<file path="src/rtl/ilha_pkg.sv">
// Types and constants of the boundary-tag heap allocator.
package ilha_pkg;

  localparam logic [1:0] MODE_INIT  = 2'd0;
  localparam logic [1:0] MODE_ALLOC = 2'd1;
  localparam logic [1:0] MODE_FREE  = 2'd2;

  localparam logic [1:0] ST_OK   = 2'd0;
  localparam logic [1:0] ST_ZERO = 2'd1;
  localparam logic [1:0] ST_OOM  = 2'd2;

  localparam logic [16:0] EXTEND_RESET = 17'd4096;
  localparam logic [16:0] MIN_CHUNK    = 17'd16;

  // Init image: pad, prologue header, prologue footer, epilogue.
  localparam logic [31:0] PAD_WORD  = 32'h0000_0000;
  localparam logic [31:0] PRO_WORD  = 32'h0000_0009;
  localparam logic [31:0] EPI_WORD  = 32'h0000_0001;

  typedef struct packed {
    logic [1:0]  mode;
    logic [15:0] request_size;
    logic [15:0] block_addr;
  } cmd_t;

  typedef struct packed {
    logic [15:0] result_addr;
    logic [1:0]  status;
  } rsp_t;

  typedef enum logic [3:0] {
    S_IDLE, S_INIT_WR, S_FF_RD, S_FF_CHK, S_GROW_CHK, S_GROW_WR,
    S_MG_RD0, S_MG_RD1, S_MG_EVAL, S_MG_WR, S_PUT_WR,
    S_RL_RD, S_RL_CHK, S_RL_WR, S_DONE
  } eng_state_t;

endpackage

</file>
<file path="src/rtl/ilha_engine.sv">
// Allocator sequencer: list walks, heap growth, coalescing and splitting.
module ilha_engine import ilha_pkg::*; #(
  parameter int HEAP_BYTES = 65536,
  parameter int XW         = 18,
  parameter int IW         = 14
) (
  input  logic          clk,
  input  logic          rst_n,
  input  logic          cmd_valid,
  output logic          cmd_ready,
  input  cmd_t          cmd,
  input  logic [16:0]   chunk,
  output logic          rsp_valid,
  input  logic          rsp_take,
  output rsp_t          rsp,
  output logic          rd_en,
  output logic [IW-1:0] rd_idx,
  input  logic [31:0]   rd_data,
  output logic          wr_en,
  output logic [IW-1:0] wr_idx,
  output logic [31:0]   wr_data
);

  localparam logic [XW-1:0] HEAP_X = XW'(HEAP_BYTES);
  localparam logic [XW-1:0] C4     = XW'(4);
  localparam logic [XW-1:0] C8     = XW'(8);
  localparam logic [XW-1:0] C16    = XW'(16);

  eng_state_t    state_r, state_nxt;
  logic [1:0]    cnt_r, cnt_nxt;
  logic [1:0]    op_r, op_nxt;
  logic [15:0]   addr_r, addr_nxt;
  logic [XW-1:0] asize_r, asize_nxt;
  logic [XW-1:0] bp_r, bp_nxt;
  logic [XW-1:0] size_r, size_nxt;
  logic [XW-1:0] psize_r, psize_nxt;
  logic          pu_r, pu_nxt;
  logic [XW-1:0] brk_r, brk_nxt;
  logic          ready_r, ready_nxt;
  logic [1:0]    status_r, status_nxt;
  logic [15:0]   res_r, res_nxt;

  logic [XW-1:0] hdr_size;
  logic          hdr_used;
  logic [16:0]   req_sum;
  logic [16:0]   req_round;
  logic [XW-1:0] asize_calc;
  logic [XW-1:0] chunk_x;
  logic [XW-1:0] gbytes;
  logic [XW-3:0] gw;
  logic [XW-1:0] gsize;
  logic [XW-1:0] gend;
  logic          gfit;
  logic [XW-1:0] rem;
  logic          split;
  logic [XW-1:0] psz;
  logic          ff_hit;
  logic          at_end;
  logic [XW-1:0] bp_step;
  logic          addr_hit;
  logic [XW-1:0] mg_base;
  logic [XW-1:0] mg_tot;
  eng_state_t    post_merge;
  logic [XW-1:0] rd_ba;
  logic [XW-1:0] wr_ba;

  assign hdr_size   = {rd_data[XW-1:3], 3'b000};
  assign hdr_used   = rd_data[0];
  assign req_sum    = {1'b0, cmd.request_size} + 17'd15;
  assign req_round  = (cmd.request_size <= 16'd8) ? 17'd16 : {req_sum[16:3], 3'b000};
  assign asize_calc = XW'(req_round);
  assign chunk_x    = XW'(chunk);
  assign gbytes     = (asize_r > chunk_x) ? asize_r : chunk_x;
  assign gw         = gbytes[XW-1:2] + (XW-2)'(1);
  assign gsize      = {gw[XW-3:1], 3'b000};
  assign gend       = brk_r + gsize;
  assign gfit       = gend <= HEAP_X;
  assign rem        = size_r - asize_r;
  assign split      = rem >= C16;
  assign psz        = split ? asize_r : size_r;
  assign ff_hit     = !hdr_used && (asize_r <= hdr_size);
  assign at_end     = bp_r >= brk_r;
  assign bp_step    = bp_r + hdr_size;
  assign addr_hit   = bp_r == XW'(addr_r);
  assign mg_base    = pu_r ? bp_r : bp_r - psize_r;
  assign mg_tot     = size_r + (pu_r ? '0 : psize_r) + (hdr_used ? '0 : hdr_size);
  assign post_merge = (op_r == MODE_ALLOC) ? S_PUT_WR : S_DONE;

  // Next state and step counter.
  always_comb begin
    state_nxt = state_r;
    cnt_nxt   = '0;
    unique case (state_r)
      S_IDLE: begin
        if (cmd_valid) begin
          case (cmd.mode)
            MODE_INIT:  state_nxt = S_INIT_WR;
            MODE_ALLOC: state_nxt = (cmd.request_size == '0 || !ready_r) ? S_DONE : S_FF_RD;
            MODE_FREE:  state_nxt = ready_r ? S_RL_RD : S_DONE;
            default:    state_nxt = S_DONE;
          endcase
        end
      end
      S_INIT_WR: begin
        if (cnt_r == 2'd3) state_nxt = S_GROW_CHK;
        else cnt_nxt = cnt_r + 2'd1;
      end
      S_FF_RD:    state_nxt = at_end ? S_GROW_CHK : S_FF_CHK;
      S_FF_CHK: begin
        if (hdr_size == '0) state_nxt = S_GROW_CHK;
        else if (ff_hit) state_nxt = S_PUT_WR;
        else state_nxt = S_FF_RD;
      end
      S_GROW_CHK: state_nxt = gfit ? S_GROW_WR : S_DONE;
      S_GROW_WR: begin
        if (cnt_r == 2'd2) state_nxt = S_MG_RD0;
        else cnt_nxt = cnt_r + 2'd1;
      end
      S_MG_RD0:   state_nxt = S_MG_RD1;
      S_MG_RD1:   state_nxt = S_MG_EVAL;
      S_MG_EVAL:  state_nxt = (pu_r && hdr_used) ? post_merge : S_MG_WR;
      S_MG_WR: begin
        if (cnt_r == 2'd1) state_nxt = post_merge;
        else cnt_nxt = cnt_r + 2'd1;
      end
      S_PUT_WR: begin
        if ((cnt_r == 2'd1 && !split) || cnt_r == 2'd3) state_nxt = S_DONE;
        else cnt_nxt = cnt_r + 2'd1;
      end
      S_RL_RD:    state_nxt = at_end ? S_DONE : S_RL_CHK;
      S_RL_CHK: begin
        if (hdr_size == '0) state_nxt = S_DONE;
        else if (addr_hit) state_nxt = hdr_used ? S_RL_WR : S_DONE;
        else state_nxt = S_RL_RD;
      end
      S_RL_WR: begin
        if (cnt_r == 2'd1) state_nxt = S_MG_RD0;
        else cnt_nxt = cnt_r + 2'd1;
      end
      S_DONE:     state_nxt = rsp_take ? S_IDLE : S_DONE;
      default:    state_nxt = S_IDLE;
    endcase
  end

  // Memory requests and handshake outputs.
  always_comb begin
    rd_en     = 1'b0;
    rd_ba     = bp_r - C4;
    wr_en     = 1'b0;
    wr_ba     = bp_r - C4;
    wr_data   = 32'(size_r);
    cmd_ready = 1'b0;
    rsp_valid = 1'b0;
    unique case (state_r)
      S_IDLE: cmd_ready = 1'b1;
      S_INIT_WR: begin
        wr_en = 1'b1;
        wr_ba = XW'({cnt_r, 2'b00});
        case (cnt_r)
          2'd0:    wr_data = PAD_WORD;
          2'd3:    wr_data = EPI_WORD;
          default: wr_data = PRO_WORD;
        endcase
      end
      S_FF_RD, S_RL_RD: rd_en = !at_end;
      S_GROW_WR: begin
        wr_en = 1'b1;
        case (cnt_r)
          2'd0:    wr_ba = bp_r - C4;
          2'd1:    wr_ba = bp_r + size_r - C8;
          default: begin
            wr_ba   = bp_r + size_r - C4;
            wr_data = EPI_WORD;
          end
        endcase
      end
      S_MG_RD0: begin
        rd_en = 1'b1;
        rd_ba = bp_r - C8;
      end
      S_MG_RD1: begin
        rd_en = 1'b1;
        rd_ba = bp_r + size_r - C4;
      end
      S_MG_WR, S_RL_WR: begin
        wr_en = 1'b1;
        wr_ba = (cnt_r == 2'd0) ? bp_r - C4 : bp_r + size_r - C8;
      end
      S_PUT_WR: begin
        wr_en = 1'b1;
        case (cnt_r)
          2'd0: begin
            wr_ba   = bp_r - C4;
            wr_data = 32'(psz) | 32'd1;
          end
          2'd1: begin
            wr_ba   = bp_r + psz - C8;
            wr_data = 32'(psz) | 32'd1;
          end
          2'd2: begin
            wr_ba   = bp_r + asize_r - C4;
            wr_data = 32'(rem);
          end
          default: begin
            wr_ba   = bp_r + size_r - C8;
            wr_data = 32'(rem);
          end
        endcase
      end
      S_DONE: rsp_valid = 1'b1;
      default: ;
    endcase
  end

  assign rd_idx = rd_ba[IW+1:2];
  assign wr_idx = wr_ba[IW+1:2];

  // Datapath register updates.
  always_comb begin
    op_nxt     = op_r;
    addr_nxt   = addr_r;
    asize_nxt  = asize_r;
    bp_nxt     = bp_r;
    size_nxt   = size_r;
    psize_nxt  = psize_r;
    pu_nxt     = pu_r;
    brk_nxt    = brk_r;
    ready_nxt  = ready_r;
    status_nxt = status_r;
    res_nxt    = res_r;
    case (state_r)
      S_IDLE: begin
        if (cmd_valid) begin
          op_nxt     = cmd.mode;
          addr_nxt   = cmd.block_addr;
          status_nxt = ST_OK;
          res_nxt    = '0;
          asize_nxt  = asize_calc;
          bp_nxt     = (cmd.mode == MODE_FREE) ? C16 : C8;
          if (cmd.mode == MODE_ALLOC) begin
            if (cmd.request_size == '0) status_nxt = ST_ZERO;
            else if (!ready_r) status_nxt = ST_OOM;
          end
        end
      end
      S_INIT_WR: begin
        if (cnt_r == 2'd3) begin
          brk_nxt   = C16;
          ready_nxt = 1'b1;
          asize_nxt = '0;
        end
      end
      S_FF_CHK: begin
        if (hdr_size != '0) begin
          if (ff_hit) size_nxt = hdr_size;
          else bp_nxt = bp_step;
        end
      end
      S_GROW_CHK: begin
        if (!gfit) begin
          status_nxt = ST_OOM;
        end else begin
          bp_nxt   = brk_r;
          size_nxt = gsize;
          brk_nxt  = gend;
        end
      end
      S_MG_RD1: begin
        psize_nxt = hdr_size;
        pu_nxt    = hdr_used;
      end
      S_MG_EVAL: begin
        bp_nxt   = mg_base;
        size_nxt = mg_tot;
      end
      S_PUT_WR: res_nxt = bp_r[15:0];
      S_RL_CHK: begin
        if (hdr_size != '0) begin
          if (addr_hit) size_nxt = hdr_size;
          else bp_nxt = bp_step;
        end
      end
      default: ;
    endcase
  end

  always_ff @(posedge clk) begin
    if (!rst_n) begin
      state_r <= S_IDLE;
      cnt_r   <= '0;
      brk_r   <= '0;
      ready_r <= 1'b0;
    end else begin
      state_r <= state_nxt;
      cnt_r   <= cnt_nxt;
      brk_r   <= brk_nxt;
      ready_r <= ready_nxt;
    end
  end

  always_ff @(posedge clk) begin
    op_r     <= op_nxt;
    addr_r   <= addr_nxt;
    asize_r  <= asize_nxt;
    bp_r     <= bp_nxt;
    size_r   <= size_nxt;
    psize_r  <= psize_nxt;
    pu_r     <= pu_nxt;
    status_r <= status_nxt;
    res_r    <= res_nxt;
  end

  assign rsp.result_addr = res_r;
  assign rsp.status      = status_r;

endmodule

</file>
<file path="config.mk">
export PLATFORM = sky130hd
export DESIGN_NAME = ilha_engine
export DESIGN_NICKNAME = d
export VERILOG_FILES = /design/src/rtl/ilha_pkg.sv /design/src/rtl/ilha_engine.sv
export SDC_FILE = /design/constraint.sdc
export NUM_CORES = 1
export LEC_CHECK = 0
export ABC_AREA = 1
export BUFFER_PORTS_ARGS = -buffer_cell sky130_fd_sc_hd__buf_2
export CORE_AREA = 4 4 165 167
export CTS_CLUSTER_DIAMETER = 100
export DETAILED_ROUTE_END_ITERATION = 7
export DIE_AREA = 0 0 169 171
export PLACE_DENSITY = 0.8
export SLEW_MARGIN = 20
export SYNTH_ARGS = -nofsm -noshare
export SYNTH_HDL_FRONTEND = slang
export SYNTH_SLANG_ARGS = --single-unit
</file>
<file path="constraint.sdc">
create_clock -name clk -period 8.6 [get_ports clk]
set_clock_uncertainty 0.2 [all_clocks]
set_input_delay 1.72 -clock clk [delete_from_list [all_inputs] [get_ports clk]]
set_output_delay 1.72 -clock clk [all_outputs]
set_load 0.03 [all_outputs]
</file>
# Yosys cells after proc, flatten, opt, wreduce, memory -nomap -nowiden
# Index checks and enable logic that the tools add are counted.
dict set report totals {
  input_bits 87
  reg_bits 131
  memories 0
  latchBits 0
  rom_bits 0
  mem_bits_rw 0
  out_inout_bits 82
  elab_cells 181
}
dict set report op_classes {
  div_mod_pow 0
  bitwise 0
  n_mux 73
  eq_ne 36
  n_mul 0
  shifts 0
  n_addsub 18
  order_cmp 6
  n_reduce_logical 35
}
# operator count
set ops {}
lappend ops {{2-to-1 mux 18 bit} 22}
lappend ops {{one-hot mux 16 bit (2 select lines)} 3}
lappend ops {{one-hot mux 18 bit (5 select lines)} 1}
lappend ops {{adder 18 bit} 4}
lappend ops {{one-hot mux 18 bit (2 select lines)} 2}
lappend ops {{one-hot mux 18 bit (4 select lines)} 1}
lappend ops {{one-hot mux 16 bit (4 select lines)} 1}
lappend ops {{one-hot mux 4 bit (15 select lines)} 1}
lappend ops {{one-hot mux 18 bit (3 select lines)} 1}
lappend ops {{adder 16 bit} 3}
lappend ops {{one-hot mux 16 bit (3 select lines)} 1}
lappend ops {{subtractor 16 x 3 -> 16 bit (second input constant)} 3}
lappend ops {{subtractor 16 x 4 -> 16 bit (second input constant)} 3}
lappend ops {{2-to-1 mux 4 bit} 11}
lappend ops {{subtractor 18 bit} 2}
lappend ops {{2-to-1 mux 16 bit} 2}
lappend ops {{!= test 2 bit (second input constant)} 15}
lappend ops {{== test 4 bit (second input constant)} 7}
lappend ops {{2-to-1 mux 2 bit} 11}
lappend ops {{== test 18 x 16 -> 1 bit} 1}
lappend ops {{greater-or-equal comparator 18 bit} 1}
lappend ops {{greater-or-equal comparator 18 x 5 -> 1 bit (second input constant)} 1}
lappend ops {{greater-than comparator 18 x 17 -> 1 bit} 1}
lappend ops {{less-or-equal comparator 18 x 17 -> 1 bit (second input constant)} 1}
lappend ops {{other kinds (36)} 69}

# Longest topological paths before layout
# Gate-level depths: netlist of the first run.
dict set report depth {
  ltp_word 7
  mapped_depth 40
  depth_no_buf 37
}

# Worst setup path before layout of the first run
# No wires, ideal clock.
dict set report synth_timing {
  path_kind {in2reg}
  startpoint {input port chunk[15]}
  endpoint {register size_r[0], enable pin}
  required_time_ps 7984
  path_stages 32
  setup_ps 416
  arrival_time_ps 6513
  slack_ps 1471
  path_buffers 2
  cell_sequence {inv_1 ha_1 nand3_1 nor3_4 nand2_1 nand2_2 nand2_2 buf_12 buf_8 o21ai_0 ha_1 nand2_1 nor2_2 nand3_2 nor2_4 inv_1 nand2_1 inv_1 ha_1 nand2_1 nor3_1 nand2_1 o211ai_1 a21boi_1 o21ai_1 xor2_1 nand4_1 nand2_1 nand2_1 nand2_1 inv_1 nor3_1}
}
dict set report synth_via {
  elab_chain_len 7
}
# element line_no
set synth_lines {}
lappend synth_lines {{start: declaration} ilha_engine.sv:12} ;# input logic [16:0] chunk,
lappend synth_lines {{greater-than comparator 18 x 17 -> 1 bit} ilha_engine.sv:73} ;# assign gbytes = (asize_r > chunk_x) ? asize_r : chunk_x;
lappend synth_lines {{2-to-1 mux 18 bit (*)} ilha_engine.sv:73}
lappend synth_lines {{adder 16 x 1 -> 16 bit (*)} ilha_engine.sv:74} ;# assign gw = gbytes[XW-1:2] + (XW-2)'(1);
lappend synth_lines {{adder 18 bit (*)} ilha_engine.sv:76} ;# assign gend = brk_r + gsize;
lappend synth_lines {{less-or-equal comparator 18 x 17 -> 1 bit (*)} ilha_engine.sv:77} ;# assign gfit = gend <= HEAP_X;
lappend synth_lines {{!= test 2 bit (no line) (*)} -}
lappend synth_lines {{AND reduction 6 bit (no line) (*)} -}
lappend synth_lines {{end signal: assignment} ilha_engine.sv:306} ;# size_r <= size_nxt;
lappend synth_lines {{end: declaration} ilha_engine.sv:35} ;# logic [XW-1:0] size_r, size_nxt;
# Mark *: on every way between the ends. The rest lies on a longest branch, timed or not.
# A chain may end at the register's enable or synchronous reset.

# Worst setup path after layout of the first run
dict set report layout_timing {
  startpoint {register size_r[11]}
  endpoint {output port wr_idx[11]}
}
dict set report layout_via {
  elab_chain_len 7
  word_cells_on_any_way 12
  cone_classes {add/sub: 6; order compare: 1; mux: 5}
}
# element line_no
set layout_lines {}
lappend layout_lines {{subtractor 18 bit} ilha_engine.sv:78} ;# assign rem = size_r - asize_r;
lappend layout_lines {{greater-or-equal comparator 18 x 5 -> 1 bit} ilha_engine.sv:79} ;# assign split = rem >= C16;
lappend layout_lines {{2-to-1 mux 18 bit} ilha_engine.sv:80} ;# assign psz = split ? asize_r : size_r;
lappend layout_lines {{adder 16 bit} ilha_engine.sv:197} ;# wr_ba = bp_r + psz - C8;
lappend layout_lines {{subtractor 16 x 4 -> 16 bit} ilha_engine.sv:197}
lappend layout_lines {{one-hot mux 16 bit (3 select lines)} ilha_engine.sv:191} ;# case (cnt_r)
lappend layout_lines {{one-hot mux 16 bit (4 select lines) (*)} ilha_engine.sv:154} ;# unique case (state_r)
lappend layout_lines {{end: declaration} ilha_engine.sv:20} ;# output logic [IW-1:0] wr_idx,
# Marks and branches as above.

==> results of run 1 <==
-- cell usage after synthesis (5+ instances only) --
cell type | instances | share of area, %
nor3_1 | 37 | 1.2
nor2_2 | 7 | 0.29
nand4_1 | 32 | 1.3
o21bai_1 | 10 | 0.49
nand3b_1 | 12 | 0.59
a221oi_1 | 5 | 0.29
fa_1 | 20 | 2.6
inv_1 | 385 | 9.5
edfxtp_1 | 96 | 19
o22ai_1 | 16 | 0.66
o31ai_1 | 5 | 0.25
clkbuf_1 | 40 | 0.98
xor2_1 | 57 | 3.3
or2_2 | 12 | 0.49
nand3_1 | 118 | 3.9
ha_1 | 169 | 14
clkinv_1 | 7 | 0.17
dfxtp_1 | 22 | 2.9
o2111ai_1 | 15 | 0.86
a32o_1 | 5 | 0.33
buf_4 | 17 | 0.84
nor2_1 | 233 | 5.7
a21oi_1 | 146 | 4.8
nor3b_1 | 5 | 0.25
nand2_2 | 19 | 0.78
o21ai_1 | 34 | 1.1
a21o_1 | 5 | 0.25
a21oi_2 | 7 | 0.40
xnor2_1 | 17 | 0.98
o211ai_1 | 15 | 0.74
o21ai_2 | 5 | 0.29
o221ai_1 | 11 | 0.63
nor4_1 | 9 | 0.37
nand2_1 | 490 | 12
o21ai_0 | 125 | 4.1
-- registers in the layout, summed over array words and instances, names as in the netlist --
register and count:
cnt_r 2, brk_r 15, asize_r 14, addr_r 16
op_r 2, psize_r 15, bp_r 15, size_r 18
status_r 2, ready_r 1, state_r 4, pu_r 1
res_r 13
-- worst register-to-register path: cells and delay by family (launching register included) --
| family | cells | cell delay, ps |
|---|---|---|
| buffers and inverters | 5 | 740 |
| AOI/OAI and AO/OA | 4 | 760 |
| xor gates and xnor gates | 1 | 440 |
| DFF | 1 | 400 |
| adders and majority gates | 3 | 870 |
| and+or+nand+nor | 18 | 2440 |
-- kinds of logic (layout without fill, tap and decap cells) --
| group | after synthesis | in the layout | share of synthesized area, % |
|---|---|---|---|
| XOR/XNOR | 75 | 75 | 4.35 |
| multiplexers | 2 | 2 | 0.131 |
| buffers and inverters | 463 | 587 | 12.2 |
| adder cells (fa/ha/maj) | 189 | 189 | 16.5 |
| flip-flops | 118 | 118 | 21.8 |
| other | 1 | 21 | 0.0246 |
| AND/OR/NAND/NOR | 997 | 997 | 28.7 |
| AO/OA/AOI/OAI | 425 | 425 | 16.3 |
-- through the flow --
step	total power, µW	setup WS (ps)	util [%]	std cells
global route	7950	4.93	65.4	2749
floorplan	4910	1470	-	2290
finish	7340	544	65.4	2749
CTS	7220	657	65.4	2749
detailed placement	6430	1120	63.0	2717
global placement	6310	1180	63.0	2717
-- power groups by stage --
stage / Clock, µW / Combinational (µW) / Sequential (µW)
after global placement: 0 / 5200 / 1120
final: 771 / 5440 / 1130
after detailed placement: 0 / 5310 / 1120
after global routing: 796 / 6020 / 1140
after CTS: 769 / 5340 / 1110
after floorplan: 0 / 3840 / 1060
-- final timing paths --
check | slack (ps) | startpoint | cells after the start | end
min | 320 | ready_r | 2 | ready_r
min reg2reg | 320 | ready_r | 2 | ready_r
max reg2reg | 2390 | asize_r[15] | 31 | size_r[17]
max | 540 | size_r[11] | 26 | wr_idx[11]
-- area by class of cell --
type	instances	area, µm²
multi-input combinational	1709	10200
fill	2399	8920
sequential	118	3320
inverter	396	1490
timing repair buffer	159	856
clock buffer	18	429
tap	335	419
clock inverter	14	173
-- layer usage --
layer	part of all wire, %	routed length, µm	vias to the layer above	GRT usage, %
met5	0	0	-	0
met4	7.3	3910	0	23.9
met3	8.4	4540	201	5.91
met2	45	24100	818	59.5
met1	39	21200	7432	45.5
li1	-	-	7743	-
==> reports/metrics.cfg, run 1 <==
[status]
status=complete, no violations

[clocking]
clk_pin_slew_worst_paths_ps=60
htreeDepth=4
tritoncts.num_buffers=17
cts_resized=0
ctsLongestPathBuffers=2
cts.sinks=118
cts_tree=done
postCtsSetupRepairBufs=0
root_buffer=clkbuf_16
hold_buffers=0
insertion_delay_ps=440

[global_routing]
track_usage_pct=36.7
grt_pass1_vias=15365
grt_max_degree=42
antenna_found_initial=0
grt_pass1_wl_um=82600
grt_overflow=0

[synthesis]
async_flop_share_pct=0
synthCells=2270
yosysUniqueCellTypes=69
synth_ff_type=edfxtp_1
yosysSeqAreaShare_pct=21.8
syn-cell-area_mm2=0.0153
yosys_warnings=0
avgSynthCellArea_um2=6.72
ys_ff_latch=118
synth-edff-count=96

[drt]
first_pass_iters=7
viasPerCell=5.89
routed-via-count=16194
first_iter_violations=1471
drc=0
finalWirelength_um=53800
wl_per_cell_um=19.6
drtAntennaViolNets=0

[worst_setup_path]
cp.arrival_ps=6140
criticalPathCategory=reg -> out
cp_data_required_time_ps=6680
cp_common_cell=nand2_1
worstPathMaxFanout=21
crit_family=compound AO/OA/AOI/OAI gates
cpMaxStageDelayCell=edfxtp_1
start_kind=flip-flop
cpPeakStageDelay_ps=640
crit_buf_inv=4
endpoint_kind=output port

[power_and_ir_drop]
pwr-share-seq_pct=15.4
clkPwrFrac_pct=10.5
powerDensity_mw_per_mm2=436
irDropWorstVdd_mv=0.248
power_frac_comb_pct=74.1
switching_share_pct=58.9
p_sw_uw=4320
p_leak_uw=0.00847
internal-power_uw=3020

[timing]
relSlewSlack_pct=23.3
final_hold_viol_count=0
finalSetupTns_ps=0
holdWs_ps=322
slew_violations=0
setup_violations=0
finalCritPeriodShare_pct=93.7
fmax_mhz=124
rsz0062_at_grt=no
min_period_ps=8060
tightest_slew_ps=1150

[cells_and_area]
final_common_cell=nand2_1
diodes=0
mostFrequentLayoutCells=490 x nand2_1, 385 x inv_1, 232 x nor2_1
fin_nets=2677
drive_gt1_share_pct=10.9
design_area_mm2=0.0168
area_delta_synth_final_pct=10.4

[floorplanning]
die_w_um=169
die_area_mm2=0.0289
io_pins=169
die_y_um=171
initial_core_util_pct=59.2
core_mm2=0.0258
std_cell_rows=59

[placed_design]
io_buffers=135
gp_routability_congestion=1.03
dp_hpwl_um=43700
post_dp_cell_area_mm2=0.0162

[job]
max_cap_viol_count=0

[worst_hold_path]
hold_path.class=reg -> reg

No activity file was read; power rests on OpenSTA's default activity.
==> run 2, diff against run 1 <==
CELL_PAD_IN_SITES_DETAIL_PLACEMENT = 1   (was not set)
CELL_PAD_IN_SITES_GLOBAL_PLACEMENT = 2   (was not set)
CORE_AREA = 4 4 217 219   (was 4 4 165 167)
DIE_AREA = 0 0 221 223   (was 0 0 169 171)
MAX_ROUTING_LAYER = met4   (was not set)
PLACE_DENSITY = not set   (was 0.8)
PLACE_DENSITY_LB_ADDON = 0.1   (was not set)
==> run 2 against run 1 <==
  * Global-route usage decreased by 9.8 points
  * First-iteration DRC count decreased by 35%
  * Setup slack improved by 96 ps
  * Die area increased by 71%
  * Routed wire length increased by 22%
  * Combinational power increased by 4.8%
  * Critical path depth increased by 4
  * Non-clock buffer count increased by 7
==> reports/metrics.cfg, run 2 (same netlist as run 1, synthesis figures left out) <==
[status]
status=complete, no violations

[floorplanning]
die_area_mm2=0.0493
initial_core_util_pct=33.8
std_cell_rows=78
core_mm2=0.0451
die_y_um=223
io_pins=169
die_w_um=221

[worst_setup_path]
endpoint_kind=output port
cpPeakStageDelay_ps=530
cp.arrival_ps=6040
start_kind=flip-flop
worstPathMaxFanout=14
criticalPathCategory=reg -> out
reg2reg_from=asize_r[15]
cp_data_required_time_ps=6680
crit_start=size_r[3]
cpMaxStageDelayCell=edfxtp_1
rrSetupSlack_ps=2230

[cells_and_area]
reg.largest.list=size_r x18, addr_r x16
final_common_cell=nand2_1
drive_gt1_share_pct=11.2
design_area_mm2=0.0172
final_cells=3021
diodes=0
largest_reg_flops=18
mostFrequentLayoutCells=490 x nand2_1, 385 x inv_1, 230 x nor2_1
post-route-util_pct=38.2
area_delta_synth_final_pct=12.7
regMostFlops=size_r
final.fill_count=5891
fin_nets=2684

[clocking]
tritoncts.num_buffers=17
htreeDepth=4
insertion_delay_ps=470
ctsLongestPathBuffers=2
postCtsSetupRepairBufs=0
cts_tree=done
root_buffer=clkbuf_16
cts.sinks=118
clk_pin_slew_worst_paths_ps=60
hold_buffers=0

[power_and_ir_drop]
irDropWorstVdd_mv=0.186
powerDensity_mw_per_mm2=439
p_leak_uw=0.00849

[global_routing]
busiest_layer=met2
track_usage_pct=26.9
grtUsageMet3_pct=3.11
grt_pass1_vias=16200
grt_pass1_wl_um=98800
grt_overflow=0
globalRouteMet2Util_pct=46.4
grt_use_met1_pct=33.4
grt_max_degree=42
antenna_found_initial=1

[drt]
routed-via-count=15861
first_pass_iters=6
wl_per_cell_um=21.7
first_iter_violations=955
viasPerCell=5.25
drtAntennaViolNets=0
finalWirelength_um=65500
drc=0

[timing]
rsz0062_at_grt=no
min_period_ps=7960
relSlewSlack_pct=27.1
slew_violations=0
holdWs_ps=315
final_hold_viol_count=0
finalCritPeriodShare_pct=92.6
fmax_mhz=126
tightest_slew_ps=1090
setup_violations=0
finalSetupTns_ps=0

[placed_design]
dp_cells=2989
io_buffers=135
dp_hpwl_um=54800
gp_routability_congestion=0.917
post_dp_cell_area_mm2=0.0166

[job]
max_cap_viol_count=0

[worst_hold_path]
hp-start=state_r[0]
hold_path.class=reg -> reg

-- run 2: power by group --
group	total (µW)	leakage, µW	internal (µW)	switching (µW)
Combinational	5700	0.00712	1720	3980
Sequential	1130	0.00109	863	264
Clock	726	0.000275	437	289
Total	7550	0.00849	3020	4530
-- run 2: area by class of cell --
| cell class | instances | area (µm²) | share of cell area (%) |
|---|---|---|---|
| flip-flops and latches | 118 | 3320 | 19.3 |
| clock buffers | 22 | 464 | 2.70 |
| repair buffers | 166 | 908 | 5.28 |
| multi-input cells | 1709 | 10200 | 59.1 |
| well taps | 600 | 751 | 4.36 |
| inverters | 396 | 1490 | 8.64 |
| clock inverters | 10 | 106 | 0.618 |
-- run 2: repair_timing --
item,4_1_cts,5_1_grt
hold endpoints to repair,0,0
endpoints found under the setup margin,0,3
gates resized for setup,0,1
-- run 2: through the flow --
stage / setup WS [ps] / total power, µW
2_1_floorplan: 1470 / 4910
3_3_place_gp: 1020 / 6700
3_5_place_dp: 943 / 6810
4_1_cts: 420 / 7580
5_1_grt: 73.9 / 8270
6_report: 639 / 7550
-- run 2: per-layer routing --
layer  vias to the layer above  wire, µm
met5                         -         0
met3                        71      2220
li1                       7755         -
met2                       283     32200
met1                      7752     29300
met4                         0      1800
-- run 2: worst paths after layout --
path,to,cells after the start
worst max register to register,bp_r[11],34
worst min-delay path,state_r[0],2
worst min register to register,state_r[0],2
worst max-delay path,wr_idx[10],30
-- run 2: critical path, delay by kind of cell (launching register included) --
kind	cells	cell delay, ps
compound gates	5	820
buf+inv	7	870
xor+xnor	1	120
flops	1	530
fa+ha+maj	4	1020
simple gates	13	2220
